$ cat src/its_pkg.sv
// ----------------------------------------------------------------------------
// its_pkg
// Shared constants and types of the identifier token scanner.
// ----------------------------------------------------------------------------
`default_nettype none

package its_pkg;

	localparam int DefMaxBuffer = 1048576;

	localparam int ChW       = 8;
	localparam int OffW      = 20;
	localparam int LenW      = 21;
	localparam int InDataW   = 8;
	localparam int OutDataW  = 48;
	localparam int QueueDepth = 4;

	localparam logic [ChW-1:0] CharNul        = 8'h00;
	localparam logic [ChW-1:0] CharUnderscore = 8'h5F;
	localparam logic [ChW-1:0] CharColon      = 8'h3A;
	localparam logic [ChW-1:0] CharLowA       = 8'h61;
	localparam logic [ChW-1:0] CharLowZ       = 8'h7A;
	localparam logic [ChW-1:0] CharUpA        = 8'h41;
	localparam logic [ChW-1:0] CharUpZ        = 8'h5A;
	localparam logic [ChW-1:0] CharDig0       = 8'h30;
	localparam logic [ChW-1:0] CharDig9       = 8'h39;

	// one closed token, with its optional suffix
	typedef struct packed {
		logic [OffW-1:0] off;
		logic [LenW-1:0] len;
		logic            has_sfx;
		logic [OffW-1:0] sfx_off;
		logic [LenW-1:0] sfx_len;
	} its_rec_t;

	typedef struct packed {
		logic     valid;
		its_rec_t rec;
	} its_push_t;

	typedef struct packed {
		logic     valid;
		its_rec_t rec;
	} its_head_t;

endpackage

`default_nettype wire

$ cat src/its_front.sv
// ----------------------------------------------------------------------------
// its_front
// Takes one byte per item, classifies it and tracks the open token; pushes a
// record into the queue whenever a token closes.
// ----------------------------------------------------------------------------
`default_nettype none

module its_front #(
	parameter int MAX_BUFFER = its_pkg::DefMaxBuffer
) (
	input  wire logic                   clk,
	input  wire logic                   arst_n,
	input  wire logic                   cfg_wr_en,
	input  wire logic                   cfg_wr_data,
	input  wire logic [its_pkg::ChW-1:0] ch,
	input  wire logic                   last_byte,
	input  wire logic                   accept,
	output its_pkg::its_push_t          push
);
	import its_pkg::*;

	localparam int PosW = $clog2(MAX_BUFFER + 1);

	logic            mode_q;
	logic [PosW-1:0] pos_q;
	logic            in_tok_q;
	logic [PosW-1:0] begin_q;
	logic            colon_q;
	logic [PosW-1:0] colon_at_q;
	logic            stop_q;

	logic            active;
	logic            over;
	logic            starts;
	logic            conts;
	logic            brk;
	logic            in_tok_d;
	logic [PosW-1:0] begin_d;
	logic            colon_d;
	logic [PosW-1:0] colon_at_d;
	logic            stop_d;
	logic [PosW-1:0] pos_inc;
	logic            close_en;
	logic [PosW-1:0] close_end;
	logic [PosW-1:0] sfx_start;
	logic [PosW-1:0] tok_len;
	logic [PosW-1:0] sfx_len;

	always_comb begin
		active  = accept & ~stop_q;
		over    = pos_q >= PosW'(MAX_BUFFER);
		pos_inc = pos_q + PosW'(1);
		starts  = (ch == CharUnderscore) || (ch inside {[CharLowA:CharLowZ]})
			|| (ch inside {[CharUpA:CharUpZ]});
		conts   = starts || (ch inside {[CharDig0:CharDig9]})
			|| (mode_q && ch == CharColon);

		in_tok_d   = in_tok_q;
		begin_d    = begin_q;
		colon_d    = colon_q;
		colon_at_d = colon_at_q;
		stop_d     = stop_q;
		brk        = 1'b0;
		if (active && !over) begin
			if (!in_tok_q) begin
				if (starts) begin
					in_tok_d = 1'b1;
					begin_d  = pos_q;
					colon_d  = 1'b0;
				end
			end else if (conts) begin
				if (ch == CharColon && !colon_q) begin
					colon_d    = 1'b1;
					colon_at_d = pos_q;
				end
			end else begin
				brk = 1'b1;
			end
			if (ch == CharNul || last_byte) begin
				stop_d = 1'b1;
			end
		end else if (active && last_byte) begin
			stop_d = 1'b1;
		end

		close_en  = active && (brk || (last_byte && in_tok_d));
		close_end = (brk || over) ? pos_q : pos_inc;
		sfx_start = colon_at_d + PosW'(1);
		tok_len   = close_end - begin_d;
		sfx_len   = (close_end >= sfx_start) ? close_end - sfx_start : '0;

		push.valid       = close_en;
		push.rec.off     = OffW'(begin_d);
		push.rec.len     = LenW'(tok_len);
		push.rec.has_sfx = colon_d;
		push.rec.sfx_off = OffW'(sfx_start);
		push.rec.sfx_len = LenW'(sfx_len);
	end

	always_ff @(posedge clk or negedge arst_n) begin
		if (!arst_n) begin
			mode_q     <= 1'b0;
			pos_q      <= '0;
			in_tok_q   <= 1'b0;
			begin_q    <= '0;
			colon_q    <= 1'b0;
			colon_at_q <= '0;
			stop_q     <= 1'b0;
		end else begin
			if (cfg_wr_en) begin
				mode_q <= cfg_wr_data;
			end
			if (active) begin
				if (!over) begin
					pos_q <= pos_inc;
				end
				in_tok_q   <= close_en ? 1'b0 : in_tok_d;
				colon_q    <= close_en ? 1'b0 : colon_d;
				begin_q    <= begin_d;
				colon_at_q <= colon_at_d;
				stop_q     <= stop_d;
			end
		end
	end

	a_stop_holds: assert property (@(posedge clk) disable iff (!arst_n)
		stop_q |=> stop_q)
		else $error("scan restarted after stop");

	a_colon_in_tok: assert property (@(posedge clk) disable iff (!arst_n)
		colon_q |-> in_tok_q)
		else $error("colon flag set outside a token");

	a_begin_order: assert property (@(posedge clk) disable iff (!arst_n)
		in_tok_q |-> (begin_q < pos_q))
		else $error("token start not behind position");

	a_no_close_stopped: assert property (@(posedge clk) disable iff (!arst_n)
		stop_q |-> !push.valid)
		else $error("token closed after stop");

endmodule

`default_nettype wire

$ cat src/its_queue.sv
// ----------------------------------------------------------------------------
// its_queue
// Short queue of closed token records between the front and back parts.
// ----------------------------------------------------------------------------
`default_nettype none

module its_queue (
	input  wire logic          clk,
	input  wire logic          arst_n,
	input  its_pkg::its_push_t push,
	input  wire logic          pop,
	output logic               full,
	output its_pkg::its_head_t head
);
	import its_pkg::*;

	localparam int IdxW = $clog2(QueueDepth);
	localparam int CntW = $clog2(QueueDepth + 1);

	its_rec_t        mem_q [QueueDepth];
	logic [IdxW-1:0] wr_ptr_q;
	logic [IdxW-1:0] rd_ptr_q;
	logic [CntW-1:0] count_q;

	logic do_push;
	logic do_pop;

	assign full      = count_q == CntW'(QueueDepth);
	assign do_push   = push.valid & ~full;
	assign do_pop    = pop & head.valid;
	assign head.valid = count_q != '0;
	assign head.rec  = mem_q[rd_ptr_q];

	always_ff @(posedge clk) begin
		if (do_push) begin
			mem_q[wr_ptr_q] <= push.rec;
		end
	end

	always_ff @(posedge clk or negedge arst_n) begin
		if (!arst_n) begin
			wr_ptr_q <= '0;
			rd_ptr_q <= '0;
			count_q  <= '0;
		end else begin
			if (do_push) begin
				wr_ptr_q <= (wr_ptr_q == IdxW'(QueueDepth - 1)) ? '0 : wr_ptr_q + IdxW'(1);
			end
			if (do_pop) begin
				rd_ptr_q <= (rd_ptr_q == IdxW'(QueueDepth - 1)) ? '0 : rd_ptr_q + IdxW'(1);
			end
			if (do_push && !do_pop) begin
				count_q <= count_q + CntW'(1);
			end else if (do_pop && !do_push) begin
				count_q <= count_q - CntW'(1);
			end
		end
	end

	a_count_range: assert property (@(posedge clk) disable iff (!arst_n)
		count_q <= CntW'(QueueDepth))
		else $error("queue count overflow");

	a_no_lost_push: assert property (@(posedge clk) disable iff (!arst_n)
		push.valid |-> !full)
		else $error("record pushed into a full queue");

	a_no_empty_pop: assert property (@(posedge clk) disable iff (!arst_n)
		pop |-> head.valid)
		else $error("pop from an empty queue");

endmodule

`default_nettype wire

$ cat src/its_back.sv
// ----------------------------------------------------------------------------
// its_back
// Turns each queued record into one or two result items on the output side.
// ----------------------------------------------------------------------------
`default_nettype none

module its_back (
	input  wire logic                          clk,
	input  wire logic                          arst_n,
	input  its_pkg::its_head_t                 head,
	output logic                               pop,
	output logic                               m_tvalid,
	input  wire logic                          m_tready,
	output logic [its_pkg::OutDataW-1:0]       m_tdata,
	output logic                               m_tuser,
	output logic                               m_tlast
);
	import its_pkg::*;

	logic            sfx_phase_q;
	logic            fire;
	logic [OffW-1:0] off;
	logic [LenW-1:0] len;

	assign m_tvalid = head.valid;
	assign fire     = m_tvalid & m_tready;
	assign off      = sfx_phase_q ? head.rec.sfx_off : head.rec.off;
	assign len      = sfx_phase_q ? head.rec.sfx_len : head.rec.len;
	assign m_tdata  = {(OutDataW - OffW - LenW)'(0), len, off};
	assign m_tuser  = sfx_phase_q;
	assign m_tlast  = sfx_phase_q | ~head.rec.has_sfx;
	assign pop      = fire & m_tlast;

	always_ff @(posedge clk or negedge arst_n) begin
		if (!arst_n) begin
			sfx_phase_q <= 1'b0;
		end else if (fire) begin
			sfx_phase_q <= ~m_tlast;
		end
	end

	a_phase_has_sfx: assert property (@(posedge clk) disable iff (!arst_n)
		sfx_phase_q |-> (head.valid && head.rec.has_sfx))
		else $error("suffix phase without a suffix record");

	a_phase_holds: assert property (@(posedge clk) disable iff (!arst_n)
		(sfx_phase_q && !fire) |=> sfx_phase_q)
		else $error("suffix phase dropped before delivery");

	a_token_then_sfx: assert property (@(posedge clk) disable iff (!arst_n)
		(fire && !m_tlast) |=> (sfx_phase_q && m_tvalid))
		else $error("suffix item missing after its token");

endmodule

`default_nettype wire

$ cat src/identifier_token_scanner.sv
// ----------------------------------------------------------------------------
// identifier_token_scanner
// Scans a byte stream and reports offset and length of every identifier.
// ----------------------------------------------------------------------------
// One byte is taken each cycle unless the queue is full. Every closed
// identifier is written as a record into a four-entry queue; the output side
// drains one result item per cycle while m_tready is high, so an identifier
// with a colon in script mode yields two items (token, then suffix). Input
// stalls only when that queue is full; a token's record is pushed as it closes.
`default_nettype none

module identifier_token_scanner #(
	parameter int MAX_BUFFER = its_pkg::DefMaxBuffer
) (
	input  wire logic                         clk,
	input  wire logic                         arst_n,
	input  wire logic                         cfg_wr_en,
	input  wire logic                         cfg_wr_data,  // script_mode
	input  wire logic                         s_tvalid,
	output logic                              s_tready,
	input  wire logic [its_pkg::InDataW-1:0]  s_tdata,      // ch
	input  wire logic                         s_tlast,      // last_byte
	output logic                              m_tvalid,
	input  wire logic                         m_tready,
	output logic [its_pkg::OutDataW-1:0]      m_tdata,      // token_offset, token_length
	output logic                              m_tuser,      // is_suffix
	output logic                              m_tlast       // last_of_run
);
	import its_pkg::*;

	its_push_t push;
	its_head_t head;
	logic      full;
	logic      pop;

	assign s_tready = ~full;

	its_front #(
		.MAX_BUFFER(MAX_BUFFER)
	) u_front (
		.clk        (clk),
		.arst_n     (arst_n),
		.cfg_wr_en  (cfg_wr_en),
		.cfg_wr_data(cfg_wr_data),
		.ch         (s_tdata[ChW-1:0]),
		.last_byte  (s_tlast),
		.accept     (s_tvalid & s_tready),
		.push       (push)
	);

	its_queue u_queue (
		.clk   (clk),
		.arst_n(arst_n),
		.push  (push),
		.pop   (pop),
		.full  (full),
		.head  (head)
	);

	its_back u_back (
		.clk     (clk),
		.arst_n  (arst_n),
		.head    (head),
		.pop     (pop),
		.m_tvalid(m_tvalid),
		.m_tready(m_tready),
		.m_tdata (m_tdata),
		.m_tuser (m_tuser),
		.m_tlast (m_tlast)
	);

endmodule

`default_nettype wire
$ cat config.mk
export PLATFORM = sky130hd
export DESIGN_NAME = identifier_token_scanner
export DESIGN_NICKNAME = d
export VERILOG_FILES = /design/src/its_pkg.sv /design/src/its_front.sv /design/src/its_queue.sv /design/src/its_back.sv /design/src/identifier_token_scanner.sv
export SDC_FILE = /design/constraint.sdc
export NUM_CORES = 1
export LEC_CHECK = 0
export ABC_AREA = 1
export BUFFER_PORTS_ARGS = -buffer_cell sky130_fd_sc_hd__buf_2
export CORE_MARGIN = 10
export CORE_UTILIZATION = 25
export CTS_BUF_LIST = sky130_fd_sc_hd__clkbuf_2 sky130_fd_sc_hd__clkbuf_4 sky130_fd_sc_hd__clkbuf_8
export DETAILED_ROUTE_END_ITERATION = 8
export GPL_TIMING_DRIVEN = 0
export HOLD_SLACK_MARGIN = 0.08
export PLACE_DENSITY = 0.5
export RECOVER_POWER = 25
export SLEW_MARGIN = 40
export SYNTH_ARGS = -nofsm -noshare
export SYNTH_HDL_FRONTEND = slang
export SYNTH_SLANG_ARGS = --single-unit
$ cat constraint.sdc
create_clock -name clk -period 6.8 [get_ports clk]
set_input_delay 0.34 -clock clk [delete_from_list [all_inputs] [get_ports clk]]
set_output_delay 0.34 -clock clk [all_outputs]
set_load 0.1 [all_outputs]
## Word-level counts from Yosys, hierarchy flattened

Memory sizes are Yosys's and may differ from the RTL's.
Index checks and enable logic that the tools add are counted.

- Memory bits (writable): 332
- Output and inout bits: 52
- Logic and storage cells: 107
- Register bits after elaboration: 75
- Memories: 1
- Input bits: 15

Memories:

| memory | words | bits a word | rd ports | clocked after memory_dff | wr ports | line | source |
|---|---|---|---|---|---|---|---|
| u_queue.mem_q | 4 | 83 | 1 | 0 | 1 | its_queue.sv:20 | `its_rec_t mem_q [QueueDepth];` |

- Multiplexer cells: 33
- Bitwise gates (word level): 12
- Reductions and logical operators: 28
- Equality and inequality tests: 6
- $add $sub $neg: 8
- $lt $le $gt $ge: 8

Operator list:

| cell | number |
|---|---|
| two-way mux 21 bit | 10 |
| adder 21 x 1 -> 21 bit (second input constant) | 2 |
| subtractor 21 bit | 2 |
| greater-or-equal comparator 21 bit | 1 |
| greater-or-equal comparator 21 bit (second input constant) | 1 |
| two-way mux 20 bit | 1 |
| two-way mux 1 bit | 18 |
| greater-or-equal comparator 8 x 7 -> 1 bit (second input constant) | 2 |
| <= comparator 8 x 7 -> 1 bit (second input constant) | 2 |
| logical AND 1 bit | 11 |
| equality test 8 x 6 -> 1 bit (second input constant) | 1 |
| equality test 8 x 7 -> 1 bit (second input constant) | 1 |
| greater-or-equal comparator 8 x 6 -> 1 bit (second input constant) | 1 |
| <= comparator 8 x 6 -> 1 bit (second input constant) | 1 |
| logical NOT 8 bit | 1 |
| logical OR 1 bit | 7 |
| bitwise AND 1 bit | 6 |
| two-way mux 3 bit | 2 |
| NOT 1 bit | 5 |
| adder 2 x 1 -> 2 bit (second input constant) | 2 |
| equality test 2 bit (second input constant) | 2 |
| logical NOT 1 bit | 4 |
| two-way mux 2 bit | 2 |
| nonzero test 2 bit | 2 |
| other kinds (8) | 8 |

## Depth between registers and ports, before layout

Gate-level depths: netlist of the first run.

- Depth in word-level cells: 16
- Gate-level depth with buffers: 35
- Mapped depth without buffers: 34

## Hierarchy

Synthesis of the first run repeated with hierarchy kept, for this count alone.

- Cells, all modules: 2016
- Area total of the unflattened synthesis: 20656.1 sq um

Modules (own cells, without submodules):

| module | instances | sequential area each (sq um) | area an instance (sq um) | cells an instance |
|---|---|---|---|---|
| its_queue | 1 | 10144.7 | 13690.6 | 1028 |
| its_front | 1 | 1676.6 | 6177.2 | 833 |
| its_back | 1 | 25.0 | 774.5 | 152 |
| identifier_token_scanner | 1 | 0.0 | 13.8 | 3 |

## Worst setup path before layout of the first run

Ideal clock, no wire load.

- Kind: register to register
- Start point: register u_queue.count_q[0]
- End point: memory u_queue.mem_q[0][0] in the netlist's numbering, enable pin
- Data arrival time: 5.266 ns
- Setup slack: 1.009 ns
- Library setup time: 0.525 ns
- Clock period less this slack: 5.791 ns
- Cell stages (with the launch flop): 9
- Required time: 6.275 ns
- Cells stage by stage: dfrtp_1 > inv_2 > nand3_2 > nand4_4 > nor3_2 > inv_1 > nand2_1 > inv_1 > nor2_1

- Word-level cells in the longest chain between the ends: 12
- Elaborated cells on any way between the ends: 13
- Classes of those cells: eq/ne: 1; mux: 4; bitwise: 4; reduce/logical: 4

Ends and longest elaborated chain:

| item | line | source |
|---|---|---|
| start, declared | its_queue.sv:23 | `logic [CntW-1:0] count_q;` |
| start signal, assigned | its_queue.sv:53 | `count_q <= count_q + CntW'(1);` |
| start signal, assigned | its_queue.sv:55 | `count_q <= count_q - CntW'(1);` |
| equality test 3 bit (*) | its_queue.sv:28 | `assign full = count_q == CntW'(QueueDepth);` |
| NOT 1 bit (*) | identifier_token_scanner.sv:36 | `assign s_tready = ~full;` |
| net s_tready | identifier_token_scanner.sv:20 | `output logic s_tready,` |
| bitwise AND 1 bit | identifier_token_scanner.sv:47 | `.accept (s_tvalid & s_tready),` |
| bitwise AND 1 bit | its_front.sv:50 | `active = accept & ~stop_q;` |
| logical AND 1 bit | its_front.sv:64 | `if (active && !over) begin` |
| two-way mux 1 bit | its_front.sv:64 |  |
| logical AND 1 bit | its_front.sv:86 | `close_en = active && (brk \|\| (last_byte && in_tok_d));` |
| logical OR 1 bit | its_front.sv:86 |  |
| logical AND 1 bit | its_front.sv:86 |  |
| bitwise AND 1 bit (*) | its_queue.sv:29 | `assign do_push = push.valid & ~full;` |
| net u_queue.do_push | its_queue.sv:25 | `logic do_push;` |
| two-way mux 1 bit (*) | its_queue.sv:35 | `if (do_push) begin` |
| two-way mux 1 bit (not written as such) (*) | its_queue.sv:36 | `mem_q[wr_ptr_q] <= push.rec;` |
| end, declared | its_queue.sv:20 |  |

The timed path passes the listed nets; every way through them passes the cells marked *.

==> results.py, run 1 <==
metrics = {
    "placement": {
        "io_buffers": 59,
        "dp.cells": 2945,
        "place_area_mm2": 0.02146,
        "gp_congestion": 0.8468,
        "dpl_worst_slack_ns": 0.3759,
        "dp_hpwl_mm": 42.08,
    },
    "setup_path": {
        "reg2reg_depth": 29,
        "startpoint_type": "flip-flop",
        "cp_max_fo": 10,
        "crit_path_end_kind": "flip-flop",
        "cpMaxStageDelayCell": "xnor2_1",
        "crit_family": "simple AND/OR/NAND/NOR gates",
        "path_buf_inv": 8,
        "critPathMostFrequentCell": "nand2_1",
        "crit_type": "reg2reg",
        "reg2reg_to": "u_queue.mem_q[2][6]",
        "reg2reg_slack_ns": 0.52,
        "r2r-start": "u_front.pos_q[20]",
        "critPathArrivalTime_ns": 6.68,
        "critPathRequiredTime_ns": 7.20,
        "cpPeakStageDelay_ns": 0.51,
    },
    "clock_network": {
        "htree_levels": 3,
        "clkTransAtPathRegs_ns": 0.06,
        "cts.sinks": 407,
        "insertion_delay_ns": 0.67,
        "root_buffer": "clkbuf_8",
        "cts_buffers": 74,
        "cts_tree": "built",
        "clk_path_buf_depth": 3,
        "postCtsSetupBuffers": 0,
    },
    "route": {
        "dr.pass1.iters": 5,
        "viasPerCell": 4.538,
        "dr_total_vias": 14000,
        "drtIter0Drc": 1250,
        "ant_nets": 0,
        "drt-total-wl_mm": 58.67,
        "remaining_drc_errors": 0,
        "wl_per_cell_um": 19.02,
    },
    "hold_path": {
        "hold_class": "in2reg",
        "holdCritStartpoint": "s_tvalid",
        "min_to": "u_front.pos_q[0]",
        "hold_depth": 3,
    },
    "yosys": {
        "synthFlopType": "edfxtp_1",
        "synth_area_per_cell_um2": 10.54,
        "synthCells": 1823,
        "synth-seq-cells": 407,
        "ys_warn_count": 0,
        "synth_edf_count": 332,
        "synth_area_mm2": 0.01921,
        "async_reset_ff_share_pct": 18.43,
        "synth_cell_types": 50,
        "yosysSeqAreaShare_pct": 61.68,
    },
    "sta": {
        "maxSlewHeadroom_pct": -77.51,
        "fmax_mhz": 159.3,
        "post-route-period-util_pct": 92.30,
        "final_max_slew_viol_count": 84,
        "finalCriticalPeriod_ns": 6.277,
        "timing.final.hold_violations": 0,
        "fin_ws_ns": 0.5234,
        "rsz0062_at_grt": "false",
        "tightestPinTransition_ns": 2.663,
        "fin_skew_ns": 0.04990,
        "finalSetupTns_ns": 0,
        "setup_violations": 0,
    },
    "floorplan": {
        "io_pins": 67,
        "num_rows": 101,
        "die_w_um": 297.2,
        "initial_core_util_pct": 25.25,
        "die-area_mm2": 0.08832,
        "core_mm2": 0.07608,
        "dieHeight_um": 297.2,
    },
    "layout": {
        "multiInputGateArea_mm2": 0.006305,
        "n_antenna_cell": 0,
        "final_cell_mix": "nor2_1 (337), edfxtp_1 (332), o21ai_0 (253), nand2_1 (161), inv_1 (160)",
        "layout.nets": 2063,
        "seqCellArea_mm2": 0.01185,
        "drive_gt1_share_pct": 13.97,
        "fill_cells": 7887,
        "synthToLayoutAreaGrowth_pct": 19.05,
        "design_area_mm2": 0.02287,
        "final_common_cell": "nor2_1",
        "finalNonFillerCells": 3085,
    },
    "pwr": {
        "ir_drop_uv": 214.5,
        "seq_power_share_pct": 32.6,
        "combPwrFrac_pct": 38.1,
        "p_leak_nw": 7.953,
        "power_mw": 8.310,
        "power.density_mw_per_mm2": 363.4,
        "p_clk_share_pct": 29.4,
        "intPower_mw": 4.577,
        "swShare_pct": 44.92,
        "power.switching_mw": 3.733,
    },
    "global_route": {
        "gr-total-overflow": 0,
        "antenna_found_initial": 2,
        "grt_pass1_wl_mm": 87.39,
        "grt_max_degree": 47,
        "grt_pass1_vias": 13830,
        "grt_usage_pct": 12.98,
    },
    "flow_run": {
        "cap_viol_max_count": 3,
    },
    "run_status": {
        "outcome": "complete, but fails checks",
        "violations": "capacitance limit, slew limit",
    },
}
metrics by stage:
stage | hold WS (ns) | util [%]
5_1_grt | 0.1447 | 30.06
3_3_place_gp | 0.4576 | 27.36
3_5_place_dp | 0.2635 | 28.20
4_1_cts | 0.1225 | 30.30
2_1_floorplan | 0.04441 | -
6_report | 0.1672 | 30.06
worst reg2reg max path, delay by kind of cell, from the launching register on:
kind / cells / cell delay, ns
and+or+nand+nor: 17 / 3.24
buffers and inverters: 8 / 0.93
xor gates and xnor gates: 1 / 0.51
adders and majority gates: 2 / 0.63
AOI/OAI and AO/OA: 1 / 0.26
DFF: 1 / 0.46
final cells by class:
cell class | instances | share of cell area [%]
multi-input cells | 1159 | 27.57
inverters | 171 | 2.829
plain buffers | 92 | 1.789
well taps | 1030 | 5.636
clock inverters | 38 | 1.505
clock buffers | 97 | 5.236
repair buffers | 91 | 3.628
flip-flops and latches | 407 | 51.81
sequential cells by signal, indices dropped and copies added, names as in the netlist:
name	count
u_front.in_tok_q	1
u_back.m_tuser	1
u_front.colon_q	1
u_front.pos_q	21
u_queue.mem_q	332
u_queue.count_q	3
u_front.begin_q	21
u_queue.wr_ptr_q	2
u_front.mode_q	1
u_queue.rd_ptr_q	2
u_front.colon_at_q	21
u_front.stop_q	1
worst max path at each step:
| stage | endpoint | cells past startpoint | slack, ns | startpoint |
|---|---|---|---|---|
| final | u_queue.mem_q[2][6] | 29 | 0.52 | u_front.pos_q[20] |
| after CTS | u_queue.mem_q[2][6] | 29 | 0.45 | u_front.pos_q[20] |
| after global placement | u_queue.mem_q[1][57] | 13 | -2.57 | s_tdata[1] |
| after global routing | u_queue.mem_q[2][6] | 30 | 0.03 | u_queue.count_q[1] |
| after detailed placement | u_queue.mem_q[0][6] | 34 | 0.38 | s_tdata[6] |
| after floorplan | u_queue.mem_q[0][0] | 8 | 1.01 | u_queue.count_q[0] |
metal layers:
layer  wire (um)  share of wire [%]  track usage (%)  vias up
met5           8              0.014                0        -
met4        1447                2.5            3.923        2
met3        3910                6.7            3.215      101
met2       26830                 46            20.69      422
met1       26470                 45            17.16     6843
li1            -                  -                -     6633
repair_timing:
action,in CTS,in global routing
hold buffers,5,0
hold endpoints to repair,77,0
endpoints found under the setup margin,0,4
resized for setup,0,1
synth_stat cells (2+ instances only):
cell type / number / area (um^2)
nand2_1: 155 / 581.8
clkbuf_1: 73 / 274.0
a31oi_1: 42 / 262.8
a21oi_1: 46 / 230.2
nand4_2: 3 / 37.54
o21ai_1: 5 / 25.02
nand2_4: 3 / 33.78
o21ai_0: 251 / 1256
buf_1: 4 / 15.01
inv_2: 9 / 33.78
ha_1: 49 / 613.1
nor3_2: 2 / 20.02
o21bai_1: 4 / 30.03
nor3_1: 9 / 45.04
nor4_1: 5 / 31.28
dfrtp_1: 75 / 1877
buf_6: 2 / 22.52
inv_1: 160 / 600.6
o31ai_1: 2 / 15.01
or2_2: 19 / 118.9
nand4_1: 18 / 112.6
o21ai_2: 4 / 35.03
nand3_1: 27 / 135.1
nor2_2: 2 / 12.51
nor2_1: 337 / 1265
edfxtp_1: 332 / 9970
buf_4: 10 / 75.07
o22ai_1: 42 / 262.8
xor2_1: 50 / 437.9
nand3b_1: 3 / 22.52
nor2_4: 14 / 157.7
xnor2_1: 20 / 175.2
fa_1: 3 / 60.06
nand2_2: 19 / 118.9
nand3_4: 2 / 35.03
a21boi_0: 4 / 30.03
nand3_2: 4 / 40.04
buf_2: 2 / 10.01
kinds of logic after synthesis:
family | share of synthesized area (%)
AOI/OAI and AO/OA | 11.22
xor gates and xnor gates | 3.192
adders and majority gates | 3.505
buffers and inverters | 5.537
DFF | 61.68
muxes | 0.05862
other | 0.01952
and+or+nand+nor | 14.79
power by group through the flow:
| stage | clock (mW) | sequential (mW) | combinational [mW] |
|---|---|---|---|
| 3_5_place_dp | 0 | 2.76 | 3.19 |
| 3_3_place_gp | 0 | 2.76 | 3.17 |
| 2_1_floorplan | 0 | 2.77 | 2.23 |
| 4_1_cts | 2.50 | 2.71 | 3.20 |
| 6_report | 2.44 | 2.71 | 3.16 |
| 5_1_grt | 2.63 | 2.71 | 3.35 |
Note: power is estimated with default switching activity, not from simulation.
==> inputs of run 2 (changes only) <==
--- a/config.mk
+++ b/config.mk
@@ -5,11 +5,11 @@
 export SDC_FILE = /design/constraint.sdc
 export NUM_CORES = 1
 export LEC_CHECK = 0
-export ABC_AREA = 1
 export BUFFER_PORTS_ARGS = -buffer_cell sky130_fd_sc_hd__buf_2
 export CORE_MARGIN = 10
 export CORE_UTILIZATION = 25
 export CTS_BUF_LIST = sky130_fd_sc_hd__clkbuf_2 sky130_fd_sc_hd__clkbuf_4 sky130_fd_sc_hd__clkbuf_8
+export CTS_CLUSTER_SIZE = 20
 export DETAILED_ROUTE_END_ITERATION = 8
 export GPL_TIMING_DRIVEN = 0
 export HOLD_SLACK_MARGIN = 0.08
==> run 2 against run 1 <==
The run still ends with capacitance limit, slew limit left. Clock skew fell by 0.014 ns. First-iteration DRC count is 46% lower. Core utilization fell by 0.30 points. Final cell count down 19%. Count of clock-buffer cells in the layout up 2. Largest cell class unchanged.
==> results.py, run 2 <==
metrics = {
    "yosys": {
        "synthFlopType": "edfxtp_1",
        "yosysSeqAreaShare_pct": 61.90,
        "synth_area_mm2": 0.01914,
        "synth-seq-cells": 407,
        "synth_top_cells_by_area": "edfxtp_1 (52%), dfrtp_1 (9.8%), mux4_2 (9.8%)",
        "synth_cell_types": 73,
        "synth_top_area_share_pct": 52.10,
        "async_reset_ff_share_pct": 18.43,
        "ys_warn_count": 0,
        "yosys.area.top_type": "edfxtp_1",
        "synth_area_per_cell_um2": 15.12,
        "synth_common_cells": "edfxtp_1 (332), mux2_2 (89), mux4_2 (83)",
        "synth_edf_count": 332,
        "yosysMostFrequentCell": "edfxtp_1",
        "synthCells": 1266,
    },
    "sta": {
        "finalCriticalPeriod_ns": 6.345,
        "tightestPinTransition_ns": 2.682,
        "fin_ws_ns": 0.4547,
        "timing.final.hold_violations": 0,
        "fmax_mhz": 157.6,
        "rsz0062_at_grt": "false",
        "finalSetupTns_ns": 0,
        "post-route-period-util_pct": 93.31,
        "maxSlewHeadroom_pct": -78.78,
        "hold_ws_ns": 0.3151,
        "setup_violations": 0,
        "fin_skew_ns": 0.03560,
        "final_max_slew_viol_count": 180,
    },
    "pwr": {
        "power.switching_mw": 4.331,
        "combPwrFrac_pct": 44.9,
        "power_mw": 10.32,
        "p_leak_nw": 8.152,
        "power.density_mw_per_mm2": 456.5,
        "p_clk_share_pct": 23.6,
        "ir_drop_uv": 162.4,
        "swShare_pct": 41.98,
        "seq_power_share_pct": 31.5,
        "intPower_mw": 5.986,
    },
    "floorplan": {
        "dieHeight_um": 296.7,
        "core_mm2": 0.07595,
        "die-area_mm2": 0.08802,
        "num_rows": 101,
        "initial_core_util_pct": 25.20,
        "io_pins": 67,
        "die_w_um": 296.7,
    },
    "route": {
        "ant_nets": 0,
        "remaining_drc_errors": 0,
        "drtIter0Drc": 679,
        "drt-total-wl_mm": 48.86,
        "dr.pass1.iters": 7,
        "viasPerCell": 4.396,
        "dr_total_vias": 11020,
        "wl_per_cell_um": 19.50,
    },
    "layout": {
        "regMostFlops": "u_queue.mem_q",
        "finalNonFillerCells": 2506,
        "drive_gt1_share_pct": 27.19,
        "final_common_cell": "edfxtp_1",
        "layout.nets": 1488,
        "multiInputGateArea_mm2": 0.006793,
        "final_cell_mix": "edfxtp_1 (332), mux2_2 (88), mux4_2 (83), clkbuf_8 (82), inv_1 (76)",
        "seqCellArea_mm2": 0.01185,
        "fill_cells": 7615,
        "synthToLayoutAreaGrowth_pct": 18.10,
        "final_util_pct": 29.76,
        "design_area_mm2": 0.02260,
        "largest_reg_flops": 332,
    },
    "global_route": {
        "grt_max_degree": 47,
        "antenna_found_initial": 1,
        "grt_pass1_wl_mm": 73.93,
        "gr-total-overflow": 0,
        "grt_pass1_vias": 11880,
        "grt_usage_pct": 11.28,
    },
    "placement": {
        "dp_hpwl_mm": 34.20,
        "place_area_mm2": 0.02098,
        "dp.cells": 2370,
        "dpl_worst_slack_ns": -0.8400,
        "io_buffers": 59,
        "gp_congestion": 0.8407,
    },
    "clock_network": {
        "cts_buffers": 73,
        "htree_levels": 3,
        "cts_tree": "built",
        "insertion_delay_ns": 0.66,
        "clk_path_buf_depth": 3,
        "root_buffer": "clkbuf_8",
        "clkTransAtPathRegs_ns": 0.06,
        "postCtsSetupBuffers": 0,
        "cts.sinks": 407,
    },
    "run_status": {
        "violations": "capacitance limit, slew limit",
        "outcome": "complete, but fails checks",
    },
    "flow_run": {
        "cap_viol_max_count": 6,
    },
    "setup_path": {
        "crit_path_end_kind": "flip-flop",
        "cpPeakStageDelay_ns": 0.51,
        "critPathRequiredTime_ns": 7.22,
        "startpoint_type": "flip-flop",
        "critPathArrivalTime_ns": 6.76,
        "crit_family": "simple AND/OR/NAND/NOR gates",
        "cp_max_fo": 19,
        "critPathMostFrequentCell": "ha_1",
        "path_buf_inv": 4,
        "cpMaxStageDelayCell": "dfrtp_1",
        "path_cells": "nor3b_1, and4b_1, buf_2, nand3_2, clkbuf_4, buf_6, o21ai_2, ha_1, and3_1, nand4_1, and2_1, or3_1, xnor2_2, ha_1, nand3_1, a211o_1, a21oi_1, o21bai_1, maj3_2, o21bai_4, a21oi_2, buf_4, nor2_1",
        "crit_type": "reg2reg",
    },
    "hold_path": {
        "hold_class": "in2reg",
    },
}
## run 2: cell types whose count changed after synthesis, sizes merged, moves of 18 or more
cell | before | now
nor2 | 354 | 62
o22ai | 42 | 0
inv | 170 | 77
mux2 | 1 | 89
xnor2 | 20 | 76
nand2 | 177 | 62
o21ai | 260 | 30
xor2 | 50 | 22
a31oi | 42 | 7
mux4 | 0 | 83
mux2i | 0 | 18
clkbuf | 73 | 41
## run 2: tightest hold or removal path, cell delays in order
cell     delay (ns)
buf_2          0.10
nor2b_1        0.04
o41a_1         0.14
nand3_1        0.19
a21oi_1        0.09
## run 2: cells by family after synthesis
| kind of cell | after synthesis | synth area share (%) |
|---|---|---|
| adders and majority gates | 53 | 3.576 |
| xor gates and xnor gates | 98 | 4.583 |
| DFF | 407 | 61.90 |
| muxes | 190 | 15.97 |
| buffers and inverters | 142 | 3.014 |
| other | 1 | 0.01960 |
| and+or+nand+nor | 259 | 6.911 |
| AOI/OAI and AO/OA | 116 | 4.028 |
## run 2: path summary, 6_finish.rpt
| kind | start | end | slack (ns) | depth (start not counted) |
|---|---|---|---|---|
| setup / recovery | u_front.pos_q[20] | u_queue.mem_q[1][15] | 0.45 | 23 |
| hold / removal | s_tdata[7] | u_front.in_tok_q | 0.32 | 5 |
| setup reg to reg | u_front.pos_q[20] | u_queue.mem_q[1][15] | 0.45 | 23 |
| hold reg to reg | u_queue.count_q[2] | u_queue.count_q[2] | 0.50 | 1 |
| max in group asynchronous | arst_n | u_front.begin_q[19] | 2.83 | 3 |
| min in group asynchronous | arst_n | u_queue.count_q[2] | 0.69 | 2 |
## run 2: power groups by stage
stage | registers, mW | logic (mW) | clock network, mW
after floorplan | 3.30 | 3.55 | 0
after global placement | 3.29 | 4.63 | 0
after detailed placement | 3.30 | 4.71 | 0
after CTS | 3.25 | 4.74 | 2.51
after global routing | 3.25 | 4.98 | 2.62
final | 3.25 | 4.64 | 2.43
## run 2: repair_timing
action,in CTS,in global routing
resized for setup,11,5
hold buffers,7,0
endpoints found under the setup margin,84,84
hold endpoints to repair,78,0
## run 2: routing by layer
| metal | up-vias | share of wire, % | global-route usage [%] |
|---|---|---|---|
| met2 | 270 | 48 | 18.40 |
| met4 | 0 | 2.5 | 4.410 |
| met3 | 61 | 4.4 | 2.044 |
| met1 | 5622 | 45 | 14.70 |
| met5 | - | 0 | 0 |
| li1 | 5063 | - | - |
## run 2: final cells by class
class	instances	area share, %
Antenna cell	1	0.01107
Buffer	63	1.345
Clock buffer	99	5.558
Clock inverter	30	1.273
Inverter	77	1.279
Multi-Input combinational cell	723	30.05
Sequential cell	407	52.41
Tap cell	1030	5.702
Timing Repair Buffer	76	2.364
